## config.mk

```make
export PLATFORM = sky130hd
export DESIGN_NAME = tagged_segment_stream_filter
export DESIGN_NICKNAME = d
export VERILOG_FILES = /design/src/sv/tssf_pkg.sv /design/src/sv/tssf_parse.sv /design/src/sv/tssf_out_reg.sv /design/src/sv/tagged_segment_stream_filter.sv
export VERILOG_INCLUDE_DIRS = /design/src /design/src/sv
export SDC_FILE = /design/constraint.sdc
export NUM_CORES = 1
export LEC_CHECK = 0
export BUFFER_PORTS_ARGS = -buffer_cell sky130_fd_sc_hd__buf_2
export CORE_ASPECT_RATIO = 1.4
export CORE_UTILIZATION = 41
export DETAILED_ROUTE_END_ITERATION = 8
export HOLD_SLACK_MARGIN = 0.1
export PLACE_DENSITY = 0.65
export SYNTH_ARGS = -nofsm -noshare
export SYNTH_HDL_FRONTEND = slang
export SYNTH_HIERARCHICAL = 1
export SYNTH_SLANG_ARGS = --single-unit
```

## constraint.sdc

```tcl
create_clock -name clock -period 3.1 [get_ports clock]
set_input_delay 0.465 -clock clock [delete_from_list [all_inputs] [get_ports clock]]
set_output_delay 0.465 -clock clock [all_outputs]
set_load 0.03 [all_outputs]
```

## src/sv/assert_macros.svh

```systemverilog
// assertion macros shared by the filter modules
// no dependencies; included by the files that check their own logic
`ifndef ASSERT_MACROS_SVH
`define ASSERT_MACROS_SVH

// same-cycle implication, disabled while reset is high
`define TSSF_ASSERT_IMP(label, clk, rst, ante, cons, msg) \
   label: assert property (@(posedge clk) disable iff (rst) (ante) |-> (cons)) \
      else $error(msg);

// next-cycle implication, disabled while reset is high
`define TSSF_ASSERT_NXT(label, clk, rst, ante, cons, msg) \
   label: assert property (@(posedge clk) disable iff (rst) (ante) |=> (cons)) \
      else $error(msg);

`endif

```

## src/sv/tssf_pkg.sv

```systemverilog
// types and constants of the tagged segment stream filter
// no dependencies; imported by every module of the block
package tssf_pkg;

   localparam int COUNT_WIDTH_DEFAULT = 32;
   localparam int WORD_WIDTH          = 16;
   localparam int TYPE_WIDTH          = 8;
   localparam int KEPT_WIDTH          = 32;
   localparam int LEFT_WIDTH          = 31;

   localparam logic [WORD_WIDTH-1:0] SEG_MARK_MASK   = 16'hFF80;
   localparam logic [WORD_WIDTH-1:0] LONG_LEN_MARK   = 16'hFFFF;
   localparam logic [TYPE_WIDTH-1:0] DROP_TYPE_RESET = 8'hE0;

   typedef enum logic [2:0] {
      PH_IDLE    = 3'd0,
      PH_LEN     = 3'd1,
      PH_LLEN_LO = 3'd2,
      PH_LLEN_HI = 3'd3,
      PH_BODY    = 3'd4
   } phase_type;

   typedef struct packed {
      logic [WORD_WIDTH-1:0] out_word;
      logic                  forwarded;
      logic [KEPT_WIDTH-1:0] kept_bytes;
      logic                  stream_end;
   } rsp_type;

endpackage

```

## src/sv/tssf_parse.sv

```systemverilog
// segment parser: phase state, segment length counter and kept byte total
// depends on tssf_pkg and assert_macros.svh
`include "assert_macros.svh"

module tssf_parse #(
   parameter int COUNT_WIDTH = tssf_pkg::COUNT_WIDTH_DEFAULT
) (
   input  logic                                clock,
   input  logic                                reset,
   input  logic                                accept,
   input  logic [tssf_pkg::WORD_WIDTH-1:0]     word,
   input  logic                                last,
   input  logic [tssf_pkg::TYPE_WIDTH-1:0]     drop_type,
   output tssf_pkg::rsp_type                   result
);
   import tssf_pkg::*;

   phase_type              phase_ff, phase_in;
   logic                   dropping_ff, dropping_in;
   logic [WORD_WIDTH-1:0]  low_ff, low_in;
   logic [LEFT_WIDTH-1:0]  left_ff, left_in;
   logic [COUNT_WIDTH-1:0] total_ff, total_in;

   logic                   keep;
   logic                   start_en;
   logic [LEFT_WIDTH-1:0]  start_len;
   logic [LEFT_WIDTH-1:0]  left_dec;

   assign left_dec = left_ff - LEFT_WIDTH'(1);

   always_comb begin
      phase_in    = phase_ff;
      dropping_in = dropping_ff;
      low_in      = low_ff;
      left_in     = left_ff;
      keep        = !dropping_ff;
      start_en    = 1'b0;
      start_len   = '0;
      unique case (phase_ff)
         PH_LEN: begin
            if (word == LONG_LEN_MARK) begin
               phase_in = PH_LLEN_LO;
            end else begin
               start_en  = 1'b1;
               start_len = LEFT_WIDTH'(word[WORD_WIDTH-1:1]);
            end
         end
         PH_LLEN_LO: begin
            low_in   = word;
            phase_in = PH_LLEN_HI;
         end
         PH_LLEN_HI: begin
            // low half first, byte length halved into words
            start_en  = 1'b1;
            start_len = {word, low_ff[WORD_WIDTH-1:1]};
            low_in    = '0;
         end
         PH_BODY: begin
            left_in = left_dec;
            if (left_dec == '0) begin
               phase_in    = PH_IDLE;
               dropping_in = 1'b0;
            end
         end
         default: begin
            if ((word & SEG_MARK_MASK) == SEG_MARK_MASK) begin
               dropping_in = (word[TYPE_WIDTH-1:0] == drop_type);
               phase_in    = PH_LEN;
               keep        = (word[TYPE_WIDTH-1:0] != drop_type);
            end else begin
               phase_in = PH_IDLE;
               keep     = 1'b1;
            end
         end
      endcase

      // empty body closes the segment straight away
      if (start_en) begin
         left_in = start_len;
         if (start_len == '0) begin
            phase_in    = PH_IDLE;
            dropping_in = 1'b0;
         end else begin
            phase_in = PH_BODY;
         end
      end

      total_in = keep ? total_ff + COUNT_WIDTH'(2) : total_ff;

      result.out_word   = keep ? word : '0;
      result.forwarded  = keep;
      result.kept_bytes = KEPT_WIDTH'(total_in);
      result.stream_end = last;
   end

   always_ff @(posedge clock) begin
      if (reset) begin
         phase_ff    <= PH_IDLE;
         dropping_ff <= 1'b0;
         low_ff      <= '0;
         left_ff     <= '0;
         total_ff    <= '0;
      end else if (accept) begin
         if (last) begin
            phase_ff    <= PH_IDLE;
            dropping_ff <= 1'b0;
            low_ff      <= '0;
            left_ff     <= '0;
            total_ff    <= '0;
         end else begin
            phase_ff    <= phase_in;
            dropping_ff <= dropping_in;
            low_ff      <= low_in;
            left_ff     <= left_in;
            total_ff    <= total_in;
         end
      end
   end

   `TSSF_ASSERT_NXT(a_last_clears, clock, reset, accept && last,
      phase_ff == PH_IDLE && total_ff == '0 && !dropping_ff, "parse state not cleared after last")
   `TSSF_ASSERT_IMP(a_idle_clean, clock, reset, phase_ff == PH_IDLE,
      left_ff == '0 && !dropping_ff, "idle phase with segment state left over")

endmodule

```

## src/sv/tssf_out_reg.sv

```systemverilog
// result register between the parser and the result channel
// depends on tssf_pkg and assert_macros.svh
`include "assert_macros.svh"

module tssf_out_reg (
   input  logic              clock,
   input  logic              reset,
   input  logic              in_valid,
   output logic              in_ready,
   input  tssf_pkg::rsp_type in_data,
   output logic              out_valid,
   input  logic              out_ready,
   output tssf_pkg::rsp_type out_data
);
   import tssf_pkg::*;

   logic    valid_ff;
   rsp_type data_ff;

   // the register frees up in the same cycle its contents are taken
   assign in_ready  = !valid_ff || out_ready;
   assign out_valid = valid_ff;
   assign out_data  = data_ff;

   always_ff @(posedge clock) begin
      if (reset) begin
         valid_ff <= 1'b0;
      end else if (in_ready) begin
         valid_ff <= in_valid;
      end
   end

   always_ff @(posedge clock) begin
      if (in_valid && in_ready) begin
         data_ff <= in_data;
      end
   end

   `TSSF_ASSERT_IMP(a_no_overwrite, clock, reset, valid_ff && !out_ready, !in_ready,
      "held result would be overwritten")
   `TSSF_ASSERT_NXT(a_load_valid, clock, reset, in_valid && in_ready, valid_ff,
      "transfer in did not produce a result")

endmodule

```

## src/sv/tagged_segment_stream_filter.sv

```systemverilog
// Tagged segment stream filter: zeroes and flags out the words of segments of one type in a word stream.
// A result is registered and valid in the cycle after its input transfer.
// Throughput: one word per cycle while the output is not stalled, set by the single parse
// state update per word; the result register takes a new word in the cycle its result goes out.
// Reset (synchronous): parse state and byte count cleared, drop type set to 0xE0.
// Depends on tssf_pkg, tssf_parse and tssf_out_reg.
module tagged_segment_stream_filter #(
   parameter int COUNT_WIDTH = tssf_pkg::COUNT_WIDTH_DEFAULT
) (
   input  logic                                clock,
   input  logic                                reset,
   input  logic                                csr_wr_en,
   input  logic [tssf_pkg::TYPE_WIDTH-1:0]     csr_wr_data,
   input  logic                                req_valid,
   output logic                                req_ready,
   input  logic [tssf_pkg::WORD_WIDTH-1:0]     req_word,
   input  logic                                req_last,
   output logic                                rsp_valid,
   input  logic                                rsp_ready,
   output logic [tssf_pkg::WORD_WIDTH-1:0]     rsp_out_word,
   output logic                                rsp_forwarded,
   output logic [tssf_pkg::KEPT_WIDTH-1:0]     rsp_kept_bytes,
   output logic                                rsp_stream_end
);
   import tssf_pkg::*;

   logic [TYPE_WIDTH-1:0] drop_type_ff;
   rsp_type               parse_rsp;
   rsp_type               held_rsp;
   logic                  accept;

   always_ff @(posedge clock) begin
      if (reset) begin
         drop_type_ff <= DROP_TYPE_RESET;
      end else if (csr_wr_en) begin
         drop_type_ff <= csr_wr_data;
      end
   end

   assign accept = req_valid && req_ready;

   tssf_parse #(
      .COUNT_WIDTH (COUNT_WIDTH)
   ) u_parse (
      .clock     (clock),
      .reset     (reset),
      .accept    (accept),
      .word      (req_word),
      .last      (req_last),
      .drop_type (drop_type_ff),
      .result    (parse_rsp)
   );

   tssf_out_reg u_out_reg (
      .clock     (clock),
      .reset     (reset),
      .in_valid  (req_valid),
      .in_ready  (req_ready),
      .in_data   (parse_rsp),
      .out_valid (rsp_valid),
      .out_ready (rsp_ready),
      .out_data  (held_rsp)
   );

   assign rsp_out_word   = held_rsp.out_word;
   assign rsp_forwarded  = held_rsp.forwarded;
   assign rsp_kept_bytes = held_rsp.kept_bytes;
   assign rsp_stream_end = held_rsp.stream_end;

endmodule

```

==> run_results.csv, run 1 <==
group,metric,value,unit
grt,first_global_vias,6350,
clock_network,post_cts_buffers,0,
yosys,syn_avg_cell_area,8.77,um^2
yosys,muxShareOfSynthArea,0.0186,
detailed_routing,wl,21400,um
yosys,synth_adder_area_share,0.00506,
pwr,ir_worst_vdd,0.317,mV
place,routabilityCongestion,0.988,
detailed_routing,ant_nets,0,
cells_and_area,mostFrequentLayoutCell,"nor2_1",
critical_path,path_class,"flip-flop to flip-flop",
yosys,ys.flop_type,"dfxtp_1",
yosys,synth-edff-count,50,
cells_and_area,n_fill_cell,1721,
grt,grt_pass1_wl,33900,um
clock_network,hold_buffers,0,
sta,rsz0062_at_grt,"no",
detailed_routing,wl_per_cell,18.3,um
cells_and_area,antennaDiodeCount,0,
sta,timing.fmax,0.364,GHz
clock_network,clk_pin_slew,0.06,ns
clock_network,h-tree-depth,4,
clock_network,numCtsBuffers,17,
floorplan,die_x,116,um
yosys,seq_area_frac_synth,0.446,
floorplan,coreArea,0.0175,mm^2
critical_path,path_buf_inv,0,
detailed_routing,num_vias,6792,
detailed_routing,drtPass1Iterations,6,
worst_hold_path,hold_path.class,"primary input to flip-flop",
yosys,synth-compound-area-share,0.178,
sta,fin_crit_sh,0.886,
detailed_routing,top_layer,"met4",
floorplan,fp.dieH,161,um
detailed_routing,wl_met3,1040,um
yosys,synthesis.nets,878,
yosys,syn_area,0.00741,mm^2
yosys,synth-simple-area-share,0.251,
clock_network,clk_latency,0.42,ns
yosys,async_reset_ff_frac,0,
sta,fin_tns_setup,0,ns
yosys,ys_warn_count,6,
floorplan,io_pins,82,
yosys,syn_inst,845,
critical_path,worstPathCellList,"nand4_1 -> or4_1 -> nor4_4 -> and3_1 -> nand2_1 -> or3_1 -> a31oi_1",
critical_path,slowest_delay,0.65,ns
run,cap_violations,0,
place,dpl_cell_area,0.00812,mm^2
cells_and_area,area_delta_synth_final,17.6,%
sta,drv_slew,0,
detailed_routing,wl_met1,8200,um
sta,skew,0.00924,ns
cells_and_area,drive_gt1_frac,0.189,
sta,slew_headroom,0.573,
floorplan,start_util,0.422,
sta,worst_pin_slew,0.641,ns
clock_network,post_cts_resized,0,
pwr,p_leak,0.00330,uW
yosys,synthXorXnorAreaFrac,0.0555,
sta,timing.final.hold_violations,0,
clock_network,cts-root-buf,"clkbuf_16",
place,io_buffers,81,
critical_path,cp-end-kind,"flip-flop",
grt,grt_usage,0.239,
critical_path,crit_required,3.45,ns
grt,grt_max_degree,51,
detailed_routing,drt_iter0_markers,617,
cells_and_area,mostFrequentLayoutCells,"99 x nor2_1, 90 x dfxtp_1, 81 x buf_2, 72 x nand2_1, 57 x o21ai_0",
critical_path,cp-start-kind,"flip-flop",
yosys,synth_top_family_by_area,"simple AND/OR/NAND/NOR gates",
run_status,status,"finished clean",
cells_and_area,fin_nets,952,
grt,grt_antenna_before_repair,0,
pwr,power_per_cell_area,548,mW/mm^2
critical_path,path_delay_family,"simple AND/OR/NAND/NOR gates",
critical_path,cp_max_fo,8,
cells_and_area,fin_area,0.00872,mm^2
detailed_routing,wl_met2,10900,um
detailed_routing,routed_via_density,5.82,
yosys,ys_seq_elements,140,
place,hpwl,15300,um
detailed_routing,drc,0,
critical_path,arrival,3.09,ns
floorplan,rows,57,
grt,grt_overflow,0,
clock_network,cts_buffer_depth,2,
clock_network,clock_sinks,140,
yosys,yosysUniqueCellTypes,73,
clock_network,cts_tree,"built",
floorplan,dieArea,0.0186,mm^2
critical_path,cpMaxStageDelayCell,"or4_1",
sta,fin_crit,2.75,ns
sta,setup_violations,0,
## synth_stat cells (6+ instances only)
library cell | instances | area (um^2)
inv_1 | 10 | 37.5
a21oi_1 | 46 | 230
edfxtp_1 | 50 | 1500
and2_1 | 22 | 138
nand3b_1 | 12 | 90.1
xnor2_1 | 33 | 289
o21ai_0 | 57 | 285
nand2_1 | 72 | 270
nand3_1 | 18 | 90.1
a31oi_1 | 14 | 87.6
dfxtp_1 | 90 | 1800
and3_1 | 12 | 75.1
mux2i_1 | 7 | 70.1
or3_1 | 17 | 106
nor2_1 | 99 | 372
xor2_1 | 14 | 123
nand2b_1 | 7 | 43.8
nor4_1 | 22 | 138
nand4_1 | 20 | 125
clkbuf_1 | 52 | 195
o22ai_1 | 8 | 50.1
mux2_2 | 6 | 67.6
a22oi_1 | 25 | 188
o31ai_1 | 9 | 67.6
nor3_1 | 21 | 105
## sequential cells by signal (all words and copies together), names as in the netlist
| signal | cells |
|---|---|
| u_parse/dropping_ff | 1 |
| u_parse/total_ff | 31 |
| u_parse/phase_ff | 3 |
| drop_type_ff | 8 |
| u_parse/left_ff | 31 |
| u_parse/low_ff | 15 |
| u_out_reg/out_data | 50 |
| u_out_reg/out_valid | 1 |
## metrics by stage
stage,total power (uW),hold slack [ns],instances,setup slack (ns),util
after floorplan,2510,0.454,845,0.469,-
after global placement,2750,0.475,1136,0.415,0.463
after detailed placement,2760,0.483,1136,0.393,0.463
after global routing,4960,0.245,1168,0.165,0.497
final,4780,0.247,1168,0.354,0.497
after CTS,4810,0.234,1168,0.389,0.497
## logic make-up after synthesis
| group | after synthesis |
|---|---|
| compound gates | 206 |
| xor+xnor | 47 |
| fa+ha+maj | 3 |
| buf+inv | 78 |
| flops | 140 |
| mux | 13 |
| other cells | 1 |
| simple gates | 357 |
## area by class of cell
cell class | instances | area [um^2] | share of cell area
Sequential cell | 140 | 3300 | 0.379
Timing Repair Buffer | 122 | 713 | 0.0818
Clock buffer | 18 | 429 | 0.0492
Inverter | 11 | 41.3 | 0.00474
Tap cell | 236 | 295 | 0.0339
Multi-Input combinational cell | 627 | 3770 | 0.432
Clock inverter | 14 | 168 | 0.0192
## metal layers
layer,track usage,up-vias
li1,-,3248
met1,0.267,3224
met2,0.408,245
met3,0.0435,75
met4,0.164,0
met5,0,-
## path summary, 6_finish.rpt
kind,cells past startpoint,slack (ns),from,end
hold reg to reg,2,0.49,u_parse/left_ff[5],u_parse/left_ff[5]
hold / removal,2,0.25,csr_wr_data[5],drop_type_ff[5]
setup reg to reg,7,0.35,u_parse/total_ff[4],u_parse/total_ff[27]
setup / recovery,7,0.35,u_parse/total_ff[4],u_parse/total_ff[27]
## worst register-to-register path, cell delays in order, from the launching register on
cell and delay, ns:
dfxtp_1 0.46, nand4_1 0.22, or4_1 0.65, nor4_4 0.34, and3_1 0.34, nand2_1 0.14
or3_1 0.36, a31oi_1 0.16
## power breakdown
| group | internal, uW | switching (uW) | total, uW | leakage, uW |
|---|---|---|---|---|
| Clock | 1260 | 784 | 2050 | 0.000288 |
| Sequential | 1960 | 37.7 | 2000 | 0.00122 |
| Combinational | 261 | 465 | 726 | 0.00180 |
Power figures use the tool's default switching activity.
==> run 2, diff against run 1 <==
Settings changed: PLACE_DENSITY 0.65 to 0.67.
Clock period 3.1 ns to 2.46 ns, I/O delays scaled along.
==> run_results.csv, run 2 (synthesis gave the netlist of run 1 again) <==
group,metric,value,unit
floorplan,coreArea,0.0175,mm^2
sta,worst_pin_slew,0.569,ns
floorplan,dieArea,0.0186,mm^2
clock_network,h-tree-depth,4,
clock_network,cts-root-buf,"clkbuf_16",
cells_and_area,drive_gt1_frac,0.255,
sta,worst_slack,0.0374,ns
floorplan,start_util,0.422,
sta,slew_headroom,0.618,
floorplan,rows,57,
grt,grt_overflow,0,
place,place_ws,0.0673,ns
grt,grtUsageMet2,0.408,
cells_and_area,fin_nets,1014,
critical_path,rr_endpoint,"u_parse/left_ff[8]",
critical_path,startpoint,"u_parse/left_ff[0]",
sta,setup_violations,0,
critical_path,arrival,2.77,ns
floorplan,die_x,116,um
cells_and_area,area_delta_synth_final,25.1,%
pwr,p_leak,0.00363,uW
cells_and_area,antennaDiodeCount,0,
grt,grt_pass1_wl,34900,um
detailed_routing,wl_per_cell,17.8,um
detailed_routing,routed_via_density,5.76,
cells_and_area,mostFrequentLayoutCells,"102 x buf_4, 98 x nor2_1, 89 x dfxtp_1, 81 x buf_2, 72 x nand2_1",
sta,fin_crit,2.42,ns
critical_path,path_class,"flip-flop to flip-flop",
floorplan,io_pins,82,
sta,rsz0062_at_grt,"yes",
sta,drv_slew,0,
floorplan,fp.dieH,161,um
grt,first_global_vias,6610,
critical_path,crit_required,2.81,ns
critical_path,reg2reg_depth,11,
sta,fin_crit_sh,0.985,
clock_network,cts_tree,"built",
place,io_buffers,81,
sta,timing.fmax,0.413,GHz
place,routabilityCongestion,0.968,
grt,grt_max_degree,34,
cells_and_area,layout.cells.non_filler,1230,
clock_network,cts_buffer_depth,2,
grt,use_met1,0.279,
sta,skew,0.00872,ns
clock_network,post_cts_buffers,0,
run_status,status,"finished clean",
detailed_routing,drtPass1Iterations,5,
worst_hold_path,min_from,"csr_wr_data[5]",
clock_network,clk_pin_slew,0.06,ns
clock_network,numCtsBuffers,17,
run,cap_violations,0,
pwr,ir_worst_vdd,0.422,mV
critical_path,cp-end-kind,"flip-flop",
critical_path,cp-start-kind,"flip-flop",
grt,grt_antenna_before_repair,0,
cells_and_area,mostFrequentLayoutCell,"buf_4",
worst_hold_path,hold_path.class,"primary input to flip-flop",
detailed_routing,drc,0,
worst_hold_path,hold_depth,2,
critical_path,rr_startpoint,"u_parse/left_ff[0]",
detailed_routing,drt_iter0_markers,594,
grt,met3_usage,0.0537,
critical_path,cp_max_fo,8,
detailed_routing,num_vias,7079,
pwr,power_per_cell_area,658,mW/mm^2
detailed_routing,ant_nets,0,
sta,timing.final.hold_violations,0,
grt,grt-busiest-layer,"met2",
cells_and_area,largest_reg_flops,50,
clock_network,clk_latency,0.43,ns
worst_hold_path,whs_endpoint,"drop_type_ff[5]",
grt,grt_usage,0.245,
clock_network,clock_sinks,140,
place,hpwl,16000,um
critical_path,ff2ff_setup_slack,0.04,ns
detailed_routing,wl,21900,um
place,dp_cells,1198,
==> run 2: cell count changes in the layout (fill, tap and decap cells not counted), moves of 2 or more <==
cell	change
and3_1	-2
clkinvlp_4	+2
inv_6	-2
nor4_2	+3
buf_4	+61
nor4_1	-5
bufinv_16	-2
clkbuf_16	+2
nor4_4	+2
==> run 2: power by group <==
| group | internal [uW] | switching, uW | leakage [uW] |
|---|---|---|---|
| Clock | 1510 | 1030 | 0.000280 |
| Sequential | 2470 | 37.7 | 0.00122 |
| Combinational | 413 | 634 | 0.00213 |
==> run 2: per-layer routing <==
layer | vias to the layer above | share of wire
met5 | - | 0
met4 | 0 | 0.058
met3 | 95 | 0.053
met2 | 282 | 0.50
met1 | 3341 | 0.39
li1 | 3361 | -
==> run 2: stage by stage <==
step / util / power [uW] / instance area (um^2) / setup TNS (ns) / hold slack (ns)
floorplan: - / 3160 / 7440 / -0.321 / 0.431
global placement: 0.491 / 3570 / 8620 / 0 / 0.472
detailed placement: 0.491 / 3580 / 8620 / 0 / 0.489
CTS: 0.525 / 6120 / 9210 / 0 / 0.131
global route: 0.528 / 6320 / 9270 / -0.0408 / 0.142
finish: 0.528 / 6100 / 9270 / 0 / 0.147
==> run 2: how the worst max path moves through the flow <==
stage / end / cells after the start
floorplan: u_out_reg/out_data[29] / 10
global placement: u_out_reg/out_data[29] / 8
detailed placement: u_out_reg/out_data[29] / 8
CTS: u_out_reg/out_data[29] / 7
global route: u_parse/left_ff[8] / 11
finish: u_parse/left_ff[8] / 11
==> run 2: cell type report <==
| cell class | instances | area (um^2) |
|---|---|---|
| clock buffers | 20 | 479 |
| clock inverters | 12 | 113 |
| fillers | 1673 | 8270 |
| inverters | 11 | 41.3 |
| multi-input cells | 627 | 3850 |
| flip-flops and latches | 140 | 3300 |
| well taps | 236 | 295 |
| repair buffers | 184 | 1190 |
==> run 2: worst max-delay path, stage by stage (launching register included) <==
cell and delay (ns):
dfxtp_2 0.33, buf_4 0.15, inv_1 0.08, ha_2 0.21, nor3b_4 0.19, buf_4 0.19
nand2_1 0.13, nor3_1 0.47, a22oi_1 0.13, nor2_1 0.13, a221oi_1 0.09, o22ai_1 0.22
==> run 2: timing repair <==
action	in CTS	in global routing
hold buffers	0	0
resized for setup	0	15
setup endpoints to repair	0	21
